==> src/hdl/grec_pkg.sv <==
// Shared types, codes and constants of the genotype recode engine.
// No dependencies.
package grec_pkg;

  localparam int ROW_SAMPLES_MAX_DEF = 4096;

  localparam int IDX_W  = 12;
  localparam int VAL_W  = 16;
  localparam int LET_W  = 8;
  localparam int MODE_W = 3;
  localparam int SUM_W  = 29;
  localparam int CNT_W  = 13;
  localparam int FRAC_W = 14;
  localparam int CFG_ADDR_W = 1;

  localparam logic [1:0] REQ_LOAD = 2'd0;
  localparam logic [1:0] REQ_END  = 2'd1;
  localparam logic [1:0] REQ_READ = 2'd2;

  localparam logic [MODE_W-1:0] MODE_DOM  = 3'd2;
  localparam logic [MODE_W-1:0] MODE_REC  = 3'd3;
  localparam logic [MODE_W-1:0] MODE_HET  = 3'd4;
  localparam logic [MODE_W-1:0] MODE_FLIP = 3'd5;
  localparam logic [MODE_W-1:0] MODE_MISS = 3'd6;

  localparam logic [CFG_ADDR_W-1:0] CFG_MODE = 1'b0;
  localparam logic [CFG_ADDR_W-1:0] CFG_MISS = 1'b1;

  localparam logic [VAL_W-1:0] Q_ONE    = 16'd16384;
  localparam logic [VAL_W-1:0] Q_TWO    = 16'd32768;
  localparam logic [VAL_W-1:0] MISS_RST = 16'hFFFF;

  localparam logic [LET_W-1:0] LET_T = 8'h54;
  localparam logic [LET_W-1:0] LET_M = 8'h4D;
  localparam logic [LET_W-1:0] LET_Y = 8'h59;
  localparam logic [LET_W-1:0] LET_N = 8'h4E;

  typedef struct packed {
    logic [1:0]       req_type;
    logic [IDX_W-1:0] sample_index;
    logic [VAL_W-1:0] sample_value;
    logic [LET_W-1:0] allele_first;
    logic [LET_W-1:0] allele_second;
  } in_word_t;

  typedef struct packed {
    logic [VAL_W-1:0] recoded_value;
    logic [LET_W-1:0] allele_first_out;
    logic [LET_W-1:0] allele_second_out;
    logic             row_flipped;
    logic             result_kind;
  } out_word_t;

  typedef struct packed {
    logic load;
    logic row_end;
    logic read;
    logic read_done;
  } grec_cmd_t;

  typedef struct packed {
    logic out_free;
  } grec_status_t;

endpackage

==> src/hdl/grec_ctrl.sv <==
// Controller of the genotype recode engine: handshake and read sequencing.
// Depends on grec_pkg.
module grec_ctrl (
  input  logic                 clk,
  input  logic                 rst_n,
  input  logic                 in_valid,
  input  logic [1:0]           req_type,
  output logic                 in_ready,
  input  grec_pkg::grec_status_t status,
  output grec_pkg::grec_cmd_t  cmd
);
  import grec_pkg::*;

  typedef enum logic [1:0] {
    ST_IDLE = 2'b01,
    ST_READ = 2'b10
  } state_t;

  state_t state_r, state_nxt;
  logic   needs_out;
  logic   acc;

  assign needs_out = (req_type == REQ_END) || (req_type == REQ_READ);
  assign in_ready  = (state_r == ST_IDLE) && (status.out_free || !needs_out);
  assign acc       = in_valid && in_ready;

  always_comb begin
    cmd.load      = acc && (req_type == REQ_LOAD);
    cmd.row_end   = acc && (req_type == REQ_END);
    cmd.read      = acc && (req_type == REQ_READ);
    cmd.read_done = (state_r == ST_READ);
  end

  always_comb begin
    state_nxt = state_r;
    case (state_r)
      ST_IDLE: begin
        if (acc && (req_type == REQ_READ)) state_nxt = ST_READ;
      end
      ST_READ: state_nxt = ST_IDLE;
      default: state_nxt = ST_IDLE;
    endcase
  end

  always_ff @(posedge clk) begin
    if (!rst_n) begin
      state_r <= ST_IDLE;
    end else begin
      state_r <= state_nxt;
    end
  end

endmodule

==> config.mk <==
export PLATFORM = sky130hd
export DESIGN_NAME = grec_ctrl
export DESIGN_NICKNAME = d
export VERILOG_FILES = /design/src/hdl/grec_pkg.sv /design/src/hdl/grec_ctrl.sv
export SDC_FILE = /design/constraint.sdc
export NUM_CORES = 1
export LEC_CHECK = 0
export BUFFER_PORTS_ARGS = -buffer_cell sky130_fd_sc_hd__buf_2
export CORE_AREA = 4 4 41 43
export DETAILED_ROUTE_END_ITERATION = 8
export DIE_AREA = 0 0 45 47
export GPL_TIMING_DRIVEN = 0
export PLACE_DENSITY = 0.34
export SKIP_CTS_REPAIR_TIMING = 1
export SLEW_MARGIN = 30
export SYNTH_ARGS = -nofsm -noshare
export SYNTH_HDL_FRONTEND = slang
export SYNTH_SLANG_ARGS = --single-unit
==> constraint.sdc <==
create_clock -name clk -period 1 [get_ports clk]
set_input_delay 0.05 -clock clk [delete_from_list [all_inputs] [get_ports clk]]
set_output_delay 0.05 -clock clk [all_outputs]
set_load 0.02 [all_outputs]
Yosys cells after proc, flatten, opt, wreduce, memory -nomap -nowiden --
Index checks and enable logic that the tools add are counted.
Storage, ports and cells: memory bits (read-only) 0, bits in writable memories 0, logic and storage cells 15, output and inout port bits 5, bits in registers 2, input port bits 6, memories kept 0, latch bits 0
Cells by class: $add $sub $neg 0, multiply operators 0, reductions and logical operators 10, shift operators 0, $lt $le $gt $ge 0, bitwise logic cells 0, equality and inequality tests 4, mux-type cells 0, div/mod/pow operators 0
Operators by type and width (number):
- 1-bit logical AND | 5
- 2-bit by 1-bit equality test with 1-bit output, second input constant | 2
- 2-bit equality test, second input constant | 2
- 2-bit zero test | 1
- 1-bit logical OR | 2
- 2-bit AND reduction | 1
- 1-bit zero test | 1

Longest topological paths before layout --
depth after elaboration 7, depth in mapped cells 4, mapped depth without buffers 4

Worst setup path after synthesis --
No wires, ideal clock.
path type input to output, start point input port req_type[0], end point output port cmd[1] (netlist name), setup slack -0.075 ns, arrival time 1.025 ns, stages on the path 4, data required time 0.950 ns, buffers on the path 0, path through inv_1 > ha_1 > nor2b_1 > nor3_1
RTL lines:
- start: declaration | line grec_ctrl.sv:7 | input logic [1:0] req_type,
- end: declaration | line grec_ctrl.sv:10 | output grec_pkg::grec_cmd_t cmd

==> run_results.csv <==
group,metric,value,unit
final_layout,drive_above_1_share,0.735,
outcome,violations,"negative setup slack",
logic_synthesis,ys_ff_latch,2,
timing,slew_violations,0,
clocking,cts_buffers,3,
logic_synthesis,yosysUniqueCellTypes,11,
final_layout,fin_util,0.251,
final_layout,final_common_cell,"buf_2",
routing,routed_wl,454,microns
floorplanning,coreArea,1300,sq um
routing,routed_via_density,3.73,
timing,hold_slack,0.102,ns
final_layout,layout_common_cells,"6 x buf_2, 3 x nand2_1, 3 x clkbuf_4, 3 x buf_4",
power_and_ir_drop,power.density,1100,nW/um^2
timing,worst_pin_slew,0.215,ns
min_path,hold_start,"rst_n",
routing,route.detailed.drc,0,
power_and_ir_drop,cellLeakagePower,0.152,nW
min_path,worstHoldPathCells,3,
worst_setup_path,worstRegToRegCells,2,
final_layout,fillCellCount,148,
clocking,clock-sinks,2,
placement,hpwl,362,microns
worst_setup_path,critical_path_class,"reg2out",
timing,fmax,966,MHz
timing,hold_viol,0,
floorplanning,num_rows,13,
placement,place_ws,-0.136,ns
placement,gp_congestion,0.610,
clocking,cts_max_path_buffers,2,
logic_synthesis,synth_nets,29,
clocking,root_buffer,"clkbuf_4",
run,drv_cap,0,
grt,grt_pass1_wl,731,microns
worst_setup_path,critPathMaxFanout,6,
worst_setup_path,worst_ep_arrival_time,0.99,ns
timing,period_minus_slack,1.04,ns
grt,grt_max_degree,7,
clocking,cts_tree,"done",
clocking,clock_latency,0.22,ns
floorplanning,io_pins,11,
logic_synthesis,ys_warn_count,0,
floorplanning,fp.dieW,45,microns
worst_setup_path,regToRegSetupSlack,0.03,ns
clocking,cts_max_level,1,
routing,first_iter_violations,2,
min_path,hold_path_class,"in2reg",
routing,wl_per_cell,9.27,microns
timing,clock_skew,0.000604,ns
grt,grt_pass1_vias,206,
final_layout,top_register,"state_r",
clocking,cts.clk_slew.worst_paths,0.03,ns
final_layout,final_nets,45,
worst_setup_path,regToRegStartpoint,"state_r[1]$_SDFFE_PN0P_",
logic_synthesis,syn_area,160,sq um
logic_synthesis,synthCells,20,
routing,drtAntennaViolNets,0,
routing,routed-via-count,183,
final_layout,area_growth,104,%
grt,track_usage,0.0528,
timing,rsz0062_at_grt,"yes",
worst_setup_path,startpoint_type,"flop",
floorplanning,die_h,47,microns
final_layout,reg_top3,"state_r: 2 flops",
final_layout,antennaDiodeCount,0,
worst_setup_path,worst_r2r_endpoint,"state_r[0]$_SDFFE_PN1P_",
floorplanning,die-area,2120,sq um
min_path,min_to,"state_r[1]$_SDFFE_PN0P_",
logic_synthesis,yosysSeqAreaShare,0.250,
placement,port_buffers,10,
grt,gr-total-overflow,0,
power_and_ir_drop,peakVddDrop,198,uV
worst_setup_path,critPathCaptureType,"output pin",
timing,timing.final.ws_setup,-0.0351,ns
final_layout,largest_reg_flops,2,
timing,slew_headroom,0.856,
logic_synthesis,avgSynthCellArea,8.01,sq um
timing,post-route-period-util,1.04,
grt,antenna_found_initial,0,
floorplanning,start_util,0.123,
worst_setup_path,critPathRequiredTime,0.95,ns
outcome,status,"finished with violations",
routing,drtPass1Iterations,2,
timing,finalSetupViolCount,4,
[where the power goes]
group	internal (mW)	total [mW]	switching, mW	leakage, nW
logic	0.0477	0.0996	0.0520	0.122
registers	0.0829	0.0843	0.00137	0.0163
clock network	0.132	0.174	0.0417	0.0138
[how the worst max path moves through the flow]
stage	cells after the start	start	slack [ns]	endpoint
6_report	3	state_r[1]$_SDFFE_PN0P_	-0.04	cmd[3]
2_1_floorplan	4	req_type[0]	-0.07	cmd[1]
3_5_place_dp	5	req_type[0]	-0.14	state_r[0]$_SDFFE_PN1P_
4_1_cts	3	state_r[1]$_SDFFE_PN0P_	-0.14	cmd[1]
5_1_grt	3	state_r[1]$_SDFFE_PN0P_	-0.10	cmd[3]
3_3_place_gp	5	req_type[0]	-0.13	state_r[0]$_SDFFE_PN1P_
[synth_stat cells]
| master | count | area [sq um] |
|---|---|---|
| nor3_1 | 4 | 20.0 |
| ha_1 | 3 | 37.5 |
| nand2_1 | 3 | 11.3 |
| dfxtp_1 | 2 | 40.0 |
| inv_1 | 2 | 7.51 |
| and2b_2 | 1 | 8.76 |
| nand2b_4 | 1 | 13.8 |
| nand3_1 | 1 | 5.00 |
| nor2_1 | 1 | 3.75 |
| nor2b_1 | 1 | 6.26 |
| or3_1 | 1 | 6.26 |
[final cells by class]
| class | count | area, sq um | area share |
|---|---|---|---|
| multi-input cells | 16 | 160 | 0.490 |
| flip-flops and latches | 2 | 42.5 | 0.130 |
| well taps | 15 | 18.8 | 0.0575 |
| inverters | 2 | 7.51 | 0.0230 |
| repair buffers | 11 | 75.1 | 0.230 |
| clock buffers | 3 | 22.5 | 0.0690 |
[per-layer routing]
| layer | vias to the layer above | GRT usage | wire [microns] |
|---|---|---|---|
| met5 | - | 0 | 0 |
| met4 | 0 | 0.0526 | 4 |
| met3 | 2 | 0.0383 | 62 |
| met2 | 10 | 0.0791 | 217 |
| met1 | 76 | 0.0452 | 170 |
| li1 | 95 | - | - |
[stage by stage]
step | power [mW] | cells | area [sq um] | setup TNS (ns)
global route | 0.388 | 49 | 327 | -0.330
finish | 0.358 | 49 | 327 | -0.0859
floorplan | 0.122 | 20 | 160 | -0.224
detailed placement | 0.149 | 45 | 229 | -0.485
global placement | 0.147 | 45 | 229 | -0.478
CTS | 0.337 | 48 | 251 | -0.485
[kinds of logic (layout without fill, tap and decap cells)]
family                     count (synthesis)  after routing  synth area share
adders and majority gates                  3              3             0.234
DFF                                        2              2             0.250
buffers and inverters                      2             16            0.0469
and+or+nand+nor                           13             13             0.469
[worst max-delay path: stages, from the launching register on]
cell      delay (ns)
dfxtp_2         0.30
nand2b_4        0.17
nor3_2          0.12
buf_4           0.16
No activity file was read; power rests on OpenSTA's default activity.
